==> config.mk <==
export PLATFORM = sky130hd
export DESIGN_NAME = hmv_back
export DESIGN_NICKNAME = d
export VERILOG_FILES = /design/src/rtl/hmv_pkg.sv /design/src/rtl/hmv_back.sv
export SDC_FILE = /design/constraint.sdc
export NUM_CORES = 1
export LEC_CHECK = 0
export BUFFER_PORTS_ARGS = -buffer_cell sky130_fd_sc_hd__buf_4
export CAP_MARGIN = 20
export CELL_PAD_IN_SITES_DETAIL_PLACEMENT = 1
export CELL_PAD_IN_SITES_GLOBAL_PLACEMENT = 1
export CORE_UTILIZATION = 32
export DETAILED_ROUTE_END_ITERATION = 6
export PLACE_DENSITY = 0.77
export SLEW_MARGIN = 10
export SYNTH_ARGS = -nofsm -noshare
export SYNTH_HDL_FRONTEND = slang
export SYNTH_SLANG_ARGS = --single-unit
==> constraint.sdc <==
create_clock -name clk -period 4.3 [get_ports clk]
set_clock_uncertainty 0.05 [all_clocks]
set_input_delay 0 -clock clk [delete_from_list [all_inputs] [get_ports clk]]
set_output_delay 0 -clock clk [all_outputs]
set_load 0.01 [all_outputs]
==> src/rtl/hmv_pkg.sv <==
package hmv_pkg;

  // datapath width of the cordic chain: inputs are prescaled to 2^56
  localparam int XW      = 60;
  localparam int ZW      = 26;
  localparam int SPEED_W = 24;
  localparam int HEAD_W  = 25;
  localparam int MOVE_W  = 25;
  localparam int PROD_W  = 56;

  localparam logic signed [ZW-1:0] FULL_TURN          = 26'sd23592960;
  localparam logic signed [ZW-1:0] HALF_TURN          = 26'sd11796480;
  localparam logic signed [ZW-1:0] QUARTER_TURN       = 26'sd5898240;
  localparam logic signed [ZW-1:0] THREE_QUARTER_TURN = 26'sd17694720;

  // 1 / cordic gain in q32
  localparam logic [31:0] INV_GAIN_Q32 = 32'd2608131496;

  localparam logic signed [MOVE_W-1:0] MOVE_MAX = 25'sd16777215;

  typedef struct packed {
    logic signed [XW-1:0] x;
    logic signed [XW-1:0] y;
    logic signed [XW-1:0] a;
    logic signed [XW-1:0] b;
    logic signed [ZW-1:0] z;
  } cordic_t;

  typedef struct packed {
    logic               valid;
    logic               flip;
    logic               dx_zero;
    logic               dy_zero;
    logic               dx_neg;
    logic               dy_neg;
    logic [SPEED_W-1:0] speed;
  } side_t;

  // atan(2^-i) in degrees, 16 fraction bits
  function automatic logic signed [ZW-1:0] atan_deg(input logic [4:0] idx);
    logic signed [ZW-1:0] v;
    case (idx)
      5'd0:    v = 26'sd2949120;
      5'd1:    v = 26'sd1740967;
      5'd2:    v = 26'sd919879;
      5'd3:    v = 26'sd466945;
      5'd4:    v = 26'sd234379;
      5'd5:    v = 26'sd117304;
      5'd6:    v = 26'sd58666;
      5'd7:    v = 26'sd29335;
      5'd8:    v = 26'sd14668;
      5'd9:    v = 26'sd7334;
      5'd10:   v = 26'sd3667;
      5'd11:   v = 26'sd1833;
      5'd12:   v = 26'sd917;
      5'd13:   v = 26'sd458;
      5'd14:   v = 26'sd229;
      5'd15:   v = 26'sd115;
      5'd16:   v = 26'sd57;
      5'd17:   v = 26'sd29;
      5'd18:   v = 26'sd14;
      5'd19:   v = 26'sd7;
      5'd20:   v = 26'sd4;
      5'd21:   v = 26'sd2;
      5'd22:   v = 26'sd1;
      default: v = '0;
    endcase
    return v;
  endfunction

endpackage

==> src/rtl/hmv_back.sv <==
module hmv_back (
  input  logic                             clk,
  input  logic                             rst,
  input  hmv_pkg::cordic_t                 data_in,
  input  hmv_pkg::side_t                   side_in,
  output logic                             done,
  output logic [hmv_pkg::HEAD_W-1:0]       heading,
  output logic signed [hmv_pkg::MOVE_W-1:0] move_x,
  output logic signed [hmv_pkg::MOVE_W-1:0] move_y
);
  import hmv_pkg::*;

  localparam int RW = XW - 32;
  localparam logic signed [XW-1:0] ROUND_HALF = XW'(64'd2147483648);

  function automatic logic signed [MOVE_W-1:0] round_sat(input logic signed [XW-1:0] v);
    logic signed [XW-1:0] s;
    logic signed [RW-1:0] r;
    logic signed [MOVE_W-1:0] o;
    s = v + ROUND_HALF;
    r = s[XW-1:32];
    if (r > RW'(MOVE_MAX)) begin
      o = MOVE_MAX;
    end else if (r < -RW'(MOVE_MAX)) begin
      o = -MOVE_MAX;
    end else begin
      o = MOVE_W'(r);
    end
    return o;
  endfunction

  logic [HEAD_W-1:0]    head_f, head_f_next;
  logic signed [XW-1:0] a_f, b_f;
  side_t                side_f;

  // undo the half turn and wrap the heading
  always_comb begin
    logic signed [ZW-1:0] t;
    t = data_in.z + (side_in.flip ? HALF_TURN : '0);
    if (t < 0) begin
      t = t + FULL_TURN;
    end else if (t >= FULL_TURN) begin
      t = t - FULL_TURN;
    end
    head_f_next = HEAD_W'(t);
  end

  always_ff @(posedge clk) begin
    head_f <= head_f_next;
    a_f    <= side_in.flip ? -data_in.a : data_in.a;
    b_f    <= side_in.flip ? -data_in.b : data_in.b;
  end

  always_ff @(posedge clk) begin
    if (rst) begin
      side_f <= '0;
    end else begin
      side_f <= side_in;
    end
  end

  logic [HEAD_W-1:0]        heading_next;
  logic signed [MOVE_W-1:0] move_x_next, move_y_next;

  always_comb begin
    logic signed [MOVE_W-1:0] spd;
    spd = $signed({1'b0, side_f.speed});
    if (side_f.dx_zero && side_f.dy_zero) begin
      heading_next = '0;
      move_x_next  = '0;
      move_y_next  = '0;
    end else if (side_f.dx_zero) begin
      heading_next = side_f.dy_neg ? '0 : HEAD_W'(HALF_TURN);
      move_x_next  = '0;
      move_y_next  = side_f.dy_neg ? -spd : spd;
    end else if (side_f.dy_zero) begin
      heading_next = side_f.dx_neg ? HEAD_W'(THREE_QUARTER_TURN) : HEAD_W'(QUARTER_TURN);
      move_x_next  = side_f.dx_neg ? -spd : spd;
      move_y_next  = '0;
    end else begin
      heading_next = head_f;
      move_x_next  = round_sat(b_f);
      move_y_next  = -round_sat(a_f);
    end
  end

  always_ff @(posedge clk) begin
    heading <= heading_next;
    move_x  <= move_x_next;
    move_y  <= move_y_next;
  end

  always_ff @(posedge clk) begin
    if (rst) begin
      done <= 1'b0;
    end else begin
      done <= side_f.valid;
    end
  end

  assert property (@(posedge clk) disable iff (rst)
    done |-> ({1'b0, heading} < FULL_TURN))
    else $error("heading out of range");

  assert property (@(posedge clk) disable iff (rst)
    done |-> (move_x <= MOVE_MAX && move_x >= -MOVE_MAX &&
              move_y <= MOVE_MAX && move_y >= -MOVE_MAX))
    else $error("move vector not saturated");

endmodule

==> results.ini <==
[logic_synthesis]
yosysTopAreaCell = dfxtp_1
syn-mean-instance-area_um2 = 8.66
ys.flop_type = dfxtp_1
synth_area_leaders = dfxtp_1, xnor2_1, xor2_1, nand2_1, o21ai_0
ys_seq_area_share_pct = 38.5
synth_warnings = 0
async_flop_share_pct = 0
syn-num-nets = 1440
synth_top_area_share_pct = 38.5
syn_inst = 1130
ys_ff_latch = 188
netlist_area_um2 = 9790
synth_cell_type_count = 79
synth_edf_count = 0

[cells_and_area]
final_common_cell = buf_4
layout.nets = 1875
multi_input_area_um2 = 5790
fillers = 3455
area_delta_synth_final_pct = 49.7
drive_gt1_share_pct = 23.1
final-seq-area_um2 = 3770
final_cells = 1970
fin_area_um2 = 14700
final_cell_mix = buf_4, dfxtp_1, dlygate4sd3_1

[die]
die_area_um2 = 31300
die_x_um = 177
fp.dieH_um = 177
start_util_pct = 32.8
io_pins = 374
rows = 63
core_area_um2 = 29900

[setup_path]
crit_slowest_cell = dfxtp_1
end_kind = register
crit_family = compound AO/OA/AOI/OAI gates
required_ns = 4.56
cpPeakStageDelay_ns = 0.46
worstPathMaxFanout = 11
crit_type = reg2reg
arrival_ns = 4.31
startpoint_type = register
critPathMostFrequentCell = buf_4
crit_path_cell_trace = nand4_1 -> buf_4 -> nor4_4 -> mux2i_2 -> o2111ai_1 -> or2_2 -> o41ai_4 -> buf_4 -> nand2_1 -> a21oi_1 -> ha_1 -> inv_1 -> a211oi_4 -> buf_6 -> mux2i_1 -> a221o_1
critPathBufInv = 4

[place]
dp_hpwl_um = 25600
place_area_um2 = 12300
gp_congestion = 0.909
post-place-cells = 1764
portBuffers = 253

[cts]
ctsLongestPathBuffers = 2
cts.sinks = 188
root_buffer = clkbuf_16
path_clk_slew_ns = 0.08
clock_latency_ns = 0.45
cts_buffers = 17
cts_tree = yes
htreeDepth = 4

[route]
drc = 0
dr.first_iter.drc_count = 558
vias = 10400
wl_per_cell_um = 18.7
routed_via_density = 5.26
ant_nets = 0
drt-total-wl_um = 36900
first_pass_iters = 5

[timing]
period_share_pct = 94.2
tightest_slew_ns = 0.945
finalHoldViolations = 0
relSlewSlack_pct = 36.9
max_freq_mhz = 247
setup-violations-final = 0
drv_slew = 0
period_needed_ns = 4.05

[hold_path]
hold_path_class = in2reg

[outcome]
outcome = finished clean

[grt]
grt_pass1_vias = 11000
grt_use_total_pct = 23.5
grt_pass1_wl_um = 58200
antenna_found_initial = 2
grt_max_degree = 63
grt_overflow_total = 0

[pwr]
leakagePower_nw = 5.94
powerDensity_nw_per_um2 = 344
ir_worst_vdd_mv = 0.292

[run]
drv_cap = 0

## cells by family (layout without fill, tap and decap cells)
| kind of cell | after synthesis | after routing | synth area share [%] |
|---|---|---|---|
| simple gates | 454 | 454 | 25.6 |
| compound gates | 233 | 233 | 15.9 |
| flops | 188 | 188 | 38.5 |
| xor+xnor | 162 | 162 | 14.6 |
| buf+inv | 72 | 520 | 2.98 |
| fa+ha+maj | 12 | 12 | 1.53 |
| mux | 9 | 9 | 0.946 |
| other cells | 0 | 2 | 0 |
## state kept, by name, summed over array words and instances (netlist names)
| name | cells |
|---|---|
| a_f | 29 |
| heading | 25 |
| move_y | 25 |
| head_f | 25 |
| b_f | 29 |
| side_f | 29 |
| move_x | 25 |
| done | 1 |
## worst min-delay path: stages
cell,delay [ns]
buf_4,0.09
ha_1,0.29
xnor2_1,0.11
## what timing repair did
item,CTS,global route
buffers inserted,0,3
pin swaps,0,2
hold buffers,168,0
endpoints found under the setup margin,3,8
gates resized for setup,1,13
endpoints found under the hold margin,109,0
## area by class of cell
cell class / count / area share [%]
timing repair buffer: 465 / 26.8
sequential: 188 / 25.7
antenna: 2 / 0.0342
clock buffer: 18 / 2.93
tap: 390 / 3.33
clock inverter: 14 / 1.12
multi-input combinational: 870 / 39.5
inverter: 23 / 0.589
## per-layer routing
layer  wire, um  GRT usage [%]
met1      15500           28.7
met2      18700           42.1
met3       2000           3.93
met4        717           6.79
met5          0              0
## stage by stage
| step | worst slack [ns] | TNS, ns | utilization (%) | hold slack, ns | total power [W] |
|---|---|---|---|---|---|
| after global placement | 0.124 | 0 | 41.1 | 0.0550 | 0.00326 |
| after global routing | -0.0372 | -0.0700 | 49.0 | 0.0458 | 0.00529 |
| final | 0.249 | 0 | 49.0 | 0.0380 | 0.00505 |
| after floorplan | 0.179 | 0 | - | -0.0223 | 0.00272 |
| after CTS | 0.102 | 0 | 48.7 | 0.0121 | 0.00502 |
| after detailed placement | -0.00226 | -0.00226 | 41.1 | 0.0557 | 0.00330 |
## final timing paths
kind | startpoint | endpoint | slack (ns) | cells after the start
worst max-delay path | a_f[39] | move_y[18] | 0.25 | 16
worst min-delay path | data_in[19] | head_f[19] | 0.04 | 3
worst max register to register | a_f[39] | move_y[18] | 0.25 | 16
worst min register to register | head_f[9] | heading[9] | 0.38 | 1
## power breakdown
| group | switching, W | internal (W) |
|---|---|---|
| Clock | 0.000801 | 0.000789 |
| Combinational | 0.000650 | 0.000678 |
| Sequential | 0.000174 | 0.00195 |
| Total | 0.00162 | 0.00342 |
## Yosys cell counts (all sizes together) (11+ instances only)
cell type	n
dfxtp	188
nand2	107
xnor2	106
nor2	67
o21ai	61
xor2	56
clkbuf	38
nor2b	36
a21oi	33
nor3	33
nand3	32
or3	30
nand4	29
nor4	26
and2	25
o31ai	25
inv	23
o22ai	21
and3	16
or4	15
ha	12
a31oi	11
buf	11
Power figures use the tool's default switching activity.
