## config.mk

```make
export PLATFORM = sky130hd
export DESIGN_NAME = hmv_front
export DESIGN_NICKNAME = d
export VERILOG_FILES = /design/src/rtl/hmv_pkg.sv /design/src/rtl/hmv_front.sv
export SDC_FILE = /design/constraint.sdc
export NUM_CORES = 1
export LEC_CHECK = 0
export BUFFER_PORTS_ARGS = -buffer_cell sky130_fd_sc_hd__buf_2
export CELL_PAD_IN_SITES_DETAIL_PLACEMENT = 0
export CELL_PAD_IN_SITES_GLOBAL_PLACEMENT = 1
export CORE_MARGIN = 3
export CORE_UTILIZATION = 40
export DETAILED_ROUTE_END_ITERATION = 7
export PLACE_DENSITY_LB_ADDON = 0.1
export SYNTH_ARGS = -nofsm -noshare
export SYNTH_HDL_FRONTEND = slang
export SYNTH_SLANG_ARGS = --single-unit
```

## constraint.sdc

```tcl
create_clock -name clk -period 5.93 [get_ports clk]
set_input_delay 0.2965 -clock clk [delete_from_list [all_inputs] [get_ports clk]]
set_output_delay 0.2965 -clock clk [all_outputs]
set_load 0.03 [all_outputs]
```

## src/rtl/hmv_pkg.sv

```systemverilog
package hmv_pkg;

  // datapath width of the cordic chain: inputs are prescaled to 2^56
  localparam int XW      = 60;
  localparam int ZW      = 26;
  localparam int SPEED_W = 24;
  localparam int HEAD_W  = 25;
  localparam int MOVE_W  = 25;
  localparam int PROD_W  = 56;

  localparam logic signed [ZW-1:0] FULL_TURN          = 26'sd23592960;
  localparam logic signed [ZW-1:0] HALF_TURN          = 26'sd11796480;
  localparam logic signed [ZW-1:0] QUARTER_TURN       = 26'sd5898240;
  localparam logic signed [ZW-1:0] THREE_QUARTER_TURN = 26'sd17694720;

  // 1 / cordic gain in q32
  localparam logic [31:0] INV_GAIN_Q32 = 32'd2608131496;

  localparam logic signed [MOVE_W-1:0] MOVE_MAX = 25'sd16777215;

  typedef struct packed {
    logic signed [XW-1:0] x;
    logic signed [XW-1:0] y;
    logic signed [XW-1:0] a;
    logic signed [XW-1:0] b;
    logic signed [ZW-1:0] z;
  } cordic_t;

  typedef struct packed {
    logic               valid;
    logic               flip;
    logic               dx_zero;
    logic               dy_zero;
    logic               dx_neg;
    logic               dy_neg;
    logic [SPEED_W-1:0] speed;
  } side_t;

  // atan(2^-i) in degrees, 16 fraction bits
  function automatic logic signed [ZW-1:0] atan_deg(input logic [4:0] idx);
    logic signed [ZW-1:0] v;
    case (idx)
      5'd0:    v = 26'sd2949120;
      5'd1:    v = 26'sd1740967;
      5'd2:    v = 26'sd919879;
      5'd3:    v = 26'sd466945;
      5'd4:    v = 26'sd234379;
      5'd5:    v = 26'sd117304;
      5'd6:    v = 26'sd58666;
      5'd7:    v = 26'sd29335;
      5'd8:    v = 26'sd14668;
      5'd9:    v = 26'sd7334;
      5'd10:   v = 26'sd3667;
      5'd11:   v = 26'sd1833;
      5'd12:   v = 26'sd917;
      5'd13:   v = 26'sd458;
      5'd14:   v = 26'sd229;
      5'd15:   v = 26'sd115;
      5'd16:   v = 26'sd57;
      5'd17:   v = 26'sd29;
      5'd18:   v = 26'sd14;
      5'd19:   v = 26'sd7;
      5'd20:   v = 26'sd4;
      5'd21:   v = 26'sd2;
      5'd22:   v = 26'sd1;
      default: v = '0;
    endcase
    return v;
  endfunction

endpackage

```

## src/rtl/hmv_front.sv

```systemverilog
module hmv_front #(
  parameter int COORD_WIDTH = 32
) (
  input  logic                            clk,
  input  logic                            rst,
  input  logic                            load,
  input  logic signed [COORD_WIDTH-1:0]   start_x,
  input  logic signed [COORD_WIDTH-1:0]   start_y,
  input  logic signed [COORD_WIDTH-1:0]   end_x,
  input  logic signed [COORD_WIDTH-1:0]   end_y,
  input  logic [hmv_pkg::SPEED_W-1:0]     speed,
  output hmv_pkg::cordic_t                data_out,
  output hmv_pkg::side_t                  side_out
);
  import hmv_pkg::*;

  localparam int PRESCALE = 56 - COORD_WIDTH;

  logic signed [COORD_WIDTH:0] dx, dx_next;
  logic signed [COORD_WIDTH:0] dy, dy_next;
  logic [PROD_W-1:0]           prod, prod_next;
  logic [SPEED_W-1:0]          speed_a;
  logic                        valid_a;

  cordic_t data_next;
  side_t   side_next;

  always_comb begin
    dx_next   = {end_x[COORD_WIDTH-1], end_x} - {start_x[COORD_WIDTH-1], start_x};
    dy_next   = {end_y[COORD_WIDTH-1], end_y} - {start_y[COORD_WIDTH-1], start_y};
    prod_next = PROD_W'(speed) * PROD_W'(INV_GAIN_Q32);
  end

  always_ff @(posedge clk) begin
    dx      <= dx_next;
    dy      <= dy_next;
    prod    <= prod_next;
    speed_a <= speed;
  end

  always_ff @(posedge clk) begin
    if (rst) begin
      valid_a <= 1'b0;
    end else begin
      valid_a <= load;
    end
  end

  // vectoring pair is (up, right) = (-dy, dx), turned by 180 when up is negative
  always_comb begin
    logic signed [XW-1:0] sdx;
    logic signed [XW-1:0] sdy;
    sdx = XW'(dx) <<< PRESCALE;
    sdy = XW'(dy) <<< PRESCALE;
    side_next.valid   = valid_a;
    side_next.dx_zero = (dx == '0);
    side_next.dy_zero = (dy == '0);
    side_next.dx_neg  = dx[COORD_WIDTH];
    side_next.dy_neg  = dy[COORD_WIDTH];
    side_next.flip    = !dy[COORD_WIDTH] && (dy != '0);
    side_next.speed   = speed_a;
    data_next.x = side_next.flip ? sdy : -sdy;
    data_next.y = side_next.flip ? -sdx : sdx;
    data_next.a = XW'(prod);
    data_next.b = '0;
    data_next.z = '0;
  end

  always_ff @(posedge clk) begin
    data_out <= data_next;
  end

  always_ff @(posedge clk) begin
    if (rst) begin
      side_out <= '0;
    end else begin
      side_out <= side_next;
    end
  end

endmodule

```

==> impl_metrics.prom <==
# TYPE chip_impl_metric gauge
chip_impl_metric{name="place.gp.congestion",unit=""} 0.941
chip_impl_metric{name="grt_max_degree",unit=""} 44
chip_impl_metric{name="path_clk_slew",unit="ps"} 60
chip_impl_metric{name="placeable_core_area",unit="sq mm"} 0.0595
chip_impl_info{name="reg2reg_end",value="data_out[250]$_DFF_P_"} 1
chip_impl_metric{name="synth_enable_flop_cells",unit=""} 0
chip_impl_metric{name="finalHoldViolCount",unit=""} 0
chip_impl_metric{name="avgSynthCellArea",unit="sq um"} 9.89
chip_impl_info{name="failed_checks",value="setup timing"} 1
chip_impl_info{name="r2r_start",value="dy[1]$_DFF_P_"} 1
chip_impl_metric{name="grt_first_pass_wirelength",unit="mm"} 110
chip_impl_info{name="type_of_the_most_critical_hold_path",value="input port to flop"} 1
chip_impl_metric{name="wirelength",unit="mm"} 71.8
chip_impl_info{name="tritoncts",value="yes"} 1
chip_impl_metric{name="drt-vias-per-instance",unit=""} 4.63
chip_impl_metric{name="cell_area_after_technology_mapping",unit="sq mm"} 0.0243
chip_impl_metric{name="worst-endpoint-arrival",unit="ps"} 6450
chip_impl_metric{name="avgRoutedWirePerCell",unit="um"} 18.4
chip_impl_metric{name="synth_cells",unit=""} 2452
chip_impl_metric{name="timing.critical_path.required",unit="ps"} 6400
chip_impl_metric{name="die_area",unit="sq mm"} 0.0636
chip_impl_info{name="critical-path-top-delay-family",value="adder cells"} 1
chip_impl_info{name="crit_path_start_kind",value="input port"} 1
chip_impl_metric{name="postSynthRegisterBits",unit=""} 297
chip_impl_metric{name="cp_num_cells",unit=""} 23
chip_impl_info{name="run_status",value="finished, violations left"} 1
chip_impl_info{name="cts_root_buf",value="sky130_fd_sc_hd__clkbuf_16"} 1
chip_impl_metric{name="htreeDepth",unit=""} 2
chip_impl_metric{name="finalMaxSlewViolations",unit=""} 0
chip_impl_metric{name="starting_drt_drc_count",unit=""} 623
chip_impl_info{name="crit_top_cell",value="sky130_fd_sc_hd__fa_1"} 1
chip_impl_metric{name="reg2reg_setup_slack",unit="ps"} 2410
chip_impl_metric{name="tritoncts_num_sinks",unit=""} 297
chip_impl_metric{name="drt_pre_antenna_iters",unit=""} 5
chip_impl_metric{name="die-height",unit="um"} 252
chip_impl_metric{name="multi_input_logic_area",unit="sq mm"} 0.0166
chip_impl_info{name="crit_path_end",value="prod[53]$_DFF_P_"} 1
chip_impl_metric{name="global_route.overflow_total",unit=""} 0
chip_impl_metric{name="synthToLayoutAreaGrowth",unit="%"} 27.7
chip_impl_metric{name="synth.yosys.seq_area_share",unit="%"} 24.5
chip_impl_metric{name="placementRows",unit=""} 89
chip_impl_metric{name="tritoncts.num_buffers",unit=""} 36
chip_impl_info{name="most_frequent_standard_cell_in_the_layout_excluding_fill_and_tap_cells",value="sky130_fd_sc_hd__inv_1"} 1
chip_impl_info{name="rsz0062_at_grt",value="true"} 1
chip_impl_metric{name="yosys.cell_types.count",unit=""} 67
chip_impl_metric{name="initial_antenna_violation_count",unit=""} 3
chip_impl_metric{name="clk_latency",unit="ps"} 550
chip_impl_metric{name="number_of_synthesis_warnings",unit=""} 0
chip_impl_info{name="crit_slowest_cell",value="sky130_fd_sc_hd__fa_2"} 1
chip_impl_metric{name="sequential_cell_area",unit="sq mm"} 0.00595
chip_impl_metric{name="highest_cell_delay_on_the_worst_timing_path",unit="ps"} 620
chip_impl_metric{name="chipWidth",unit="um"} 252
chip_impl_metric{name="global_route.usage.total",unit="%"} 22.5
chip_impl_metric{name="final_antenna_net_count",unit=""} 0
chip_impl_metric{name="setup_viol",unit=""} 3
chip_impl_metric{name="num-nets-final",unit=""} 3865
chip_impl_info{name="synth-main-ff-cell",value="sky130_fd_sc_hd__dfxtp_1"} 1
chip_impl_metric{name="layout_cells_sized_above_1",unit="%"} 28.3
chip_impl_metric{name="via_count",unit=""} 18094
chip_impl_metric{name="io_buffer_count",unit=""} 309
chip_impl_metric{name="final.period_utilization",unit="%"} 101
chip_impl_metric{name="dp.final_hpwl",unit="mm"} 62.8
chip_impl_metric{name="period_minus_slack",unit="ps"} 5980
chip_impl_metric{name="fmaxAchievable",unit="MHz"} 167
chip_impl_metric{name="max-clock-path-buffers",unit=""} 3
chip_impl_metric{name="setup-tns-final",unit="ps"} -134
chip_impl_metric{name="cap_violations",unit=""} 0
chip_impl_metric{name="critical_path.max_fanout",unit=""} 3
chip_impl_info{name="critical_path.startpoint",value="speed[9]"} 1
chip_impl_metric{name="worst_slew_pin_slew",unit="ps"} 953
chip_impl_metric{name="maxSlewHeadroom",unit="%"} 35.9
chip_impl_metric{name="io_pins",unit=""} 451
chip_impl_metric{name="start_util",unit="%"} 40.8
chip_impl_metric{name="fill_cells",unit=""} 5613
chip_impl_metric{name="r2r_cells",unit=""} 11
chip_impl_metric{name="asyncSetResetFlopFracSynth",unit="%"} 0
chip_impl_metric{name="critPathBufInv",unit=""} 4
chip_impl_info{name="worst-setup-path-type",value="input port to flop"} 1
chip_impl_metric{name="skew",unit="ps"} 12.9
chip_impl_info{name="worstPathCellList",value="buf_6 -> fa_2 -> fa_1 -> fa_1 -> fa_2 -> fa_1 -> fa_1 -> inv_2 -> fa_1 -> inv_2 -> ha_4 -> buf_6 -> nand2_2 -> o21ai_2 -> nor2_2 -> a31oi_4 -> a21oi_4 -> o21ai_4 -> a221oi_4 -> o21bai_1 -> a41oi_2 -> o41ai_2 -> xor2_1"} 1
chip_impl_metric{name="timing.final.ws_setup",unit="ps"} -47.4
chip_impl_metric{name="grt_pass1_vias",unit=""} 19013
chip_impl_info{name="final_cell_mix",value="sky130_fd_sc_hd__inv_1 (479), sky130_fd_sc_hd__buf_4 (320), sky130_fd_sc_hd__dfxtp_1 (297), sky130_fd_sc_hd__buf_2 (293), sky130_fd_sc_hd__ha_1 (267)"} 1
chip_impl_info{name="crit_path_end_kind",value="flop"} 1
chip_impl_metric{name="route.detailed.drc",unit=""} 0
-- Yosys cell counts (3+ instances only) --
library cell	count	area, sq um
sky130_fd_sc_hd__and2_1	4	25.0
sky130_fd_sc_hd__buf_4	142	1070
sky130_fd_sc_hd__nand4_1	19	119
sky130_fd_sc_hd__o21ai_1	4	20.0
sky130_fd_sc_hd__fa_1	294	5890
sky130_fd_sc_hd__nand2b_1	17	106
sky130_fd_sc_hd__a31o_2	4	35.0
sky130_fd_sc_hd__o41ai_1	4	35.0
sky130_fd_sc_hd__xor2_1	58	508
sky130_fd_sc_hd__a211oi_1	4	30.0
sky130_fd_sc_hd__a21o_1	59	443
sky130_fd_sc_hd__or4_1	13	97.6
sky130_fd_sc_hd__nor2b_1	42	263
sky130_fd_sc_hd__nor2_1	80	300
sky130_fd_sc_hd__xnor2_1	106	928
sky130_fd_sc_hd__a211o_1	3	26.3
sky130_fd_sc_hd__o31ai_1	18	135
sky130_fd_sc_hd__ha_1	307	3840
sky130_fd_sc_hd__o21bai_1	16	120
sky130_fd_sc_hd__or2_2	8	50.1
sky130_fd_sc_hd__o211ai_1	7	52.6
sky130_fd_sc_hd__dfxtp_1	297	5950
sky130_fd_sc_hd__clkbuf_1	28	105
sky130_fd_sc_hd__a31oi_1	17	106
sky130_fd_sc_hd__or3_1	12	75.1
sky130_fd_sc_hd__and3_1	9	56.3
sky130_fd_sc_hd__nor4_1	5	31.3
sky130_fd_sc_hd__o21a_1	12	90.1
sky130_fd_sc_hd__nand3_1	25	125
sky130_fd_sc_hd__inv_1	518	1940
sky130_fd_sc_hd__a21oi_1	110	551
sky130_fd_sc_hd__nor3_1	19	95.1
sky130_fd_sc_hd__nand2_1	78	293
sky130_fd_sc_hd__o21ai_0	67	335
-- worst register-to-register path, cell delays in order, from the launching register on --
cell	delay, ps
sky130_fd_sc_hd__dfxtp_1	310
sky130_fd_sc_hd__inv_1	90
sky130_fd_sc_hd__ha_1	200
sky130_fd_sc_hd__nand3_1	100
sky130_fd_sc_hd__nor2_1	310
sky130_fd_sc_hd__nand3_1	180
sky130_fd_sc_hd__or4_1	490
sky130_fd_sc_hd__or4_4	460
sky130_fd_sc_hd__or4_4	470
sky130_fd_sc_hd__nand2b_2	410
sky130_fd_sc_hd__o21ai_0	220
sky130_fd_sc_hd__xnor2_1	170
-- registers in the layout, summed over array words and instances, names as in the netlist --
name      cells
side_out     30
valid_a       1
prod         51
dy           33
dx           33
speed_a      24
data_out    125
-- layer usage --
layer / wire [um] / GRT usage [%] / part of all wire (%) / vias to the layer above
met5: 20 / 0 / 0.028 / -
met2: 34300 / 37.6 / 48 / 343
met1: 33400 / 31.6 / 46 / 8873
li1: - / - / - / 8827
met4: 879 / 3.30 / 1.2 / 2
met3: 3270 / 3.53 / 4.6 / 49
-- how the worst min path moves through the flow --
stage | start | to | slack (ps) | cells after the start
6_report | start_y[0] | dy[0]$_DFF_P_ | 30 | 3
5_1_grt | speed[14] | speed_a[14]$_DFF_P_ | 7 | 2
4_1_cts | start_y[0] | dy[0]$_DFF_P_ | 5 | 3
3_5_place_dp | prod[32]$_DFF_P_ | data_out[118]$_DFF_P_ | 310 | 0
3_3_place_gp | prod[6]$_DFF_P_ | data_out[92]$_DFF_P_ | 310 | 0
2_1_floorplan | prod[14]$_DFF_P_ | data_out[100]$_DFF_P_ | 310 | 0
-- final cells by class --
type | count | area share (%)
Antenna cell | 2 | 0.0162
Clock buffer | 44 | 3.13
Clock inverter | 21 | 0.775
Inverter | 518 | 6.28
Multi-Input combinational cell | 1605 | 53.6
Sequential cell | 297 | 19.2
Tap cell | 773 | 3.12
Timing Repair Buffer | 651 | 13.9
-- cells by family after synthesis --
group,share of synthesized area (%)
compound gates,9.25
buf+inv,12.9
fa+ha+maj,40.1
simple gates,7.25
flops,24.5
other cells,0.0155
xor+xnor,5.92
-- metrics by stage --
step / std cells / hold WS, ps / utilization [%] / area (sq um) / setup slack [ps]
6_report: 3911 / 32.3 / 52.1 / 31000 / -47.4
5_1_grt: 3910 / 6.92 / 52.1 / 31000 / -280
4_1_cts: 3894 / 4.52 / 51.4 / 30500 / -32.7
3_5_place_dp: 3807 / 312 / 48.2 / 28700 / -1030
3_3_place_gp: 3807 / 311 / 48.2 / 28700 / -989
2_1_floorplan: 2593 / 310 / - / 25100 / -196
-- repair_timing --
action                                 in CTS  in global routing
setup buffers                              14                 17
setup endpoints to repair                  16                 16
endpoints found under the hold margin       8                  0
pin swaps                                  81                 98
hold buffers                                8                  0
gates resized for setup                   118                 83
Power is not shown: default switching activity piles up to over one toggle a cycle in this logic, so the estimate is an artifact.
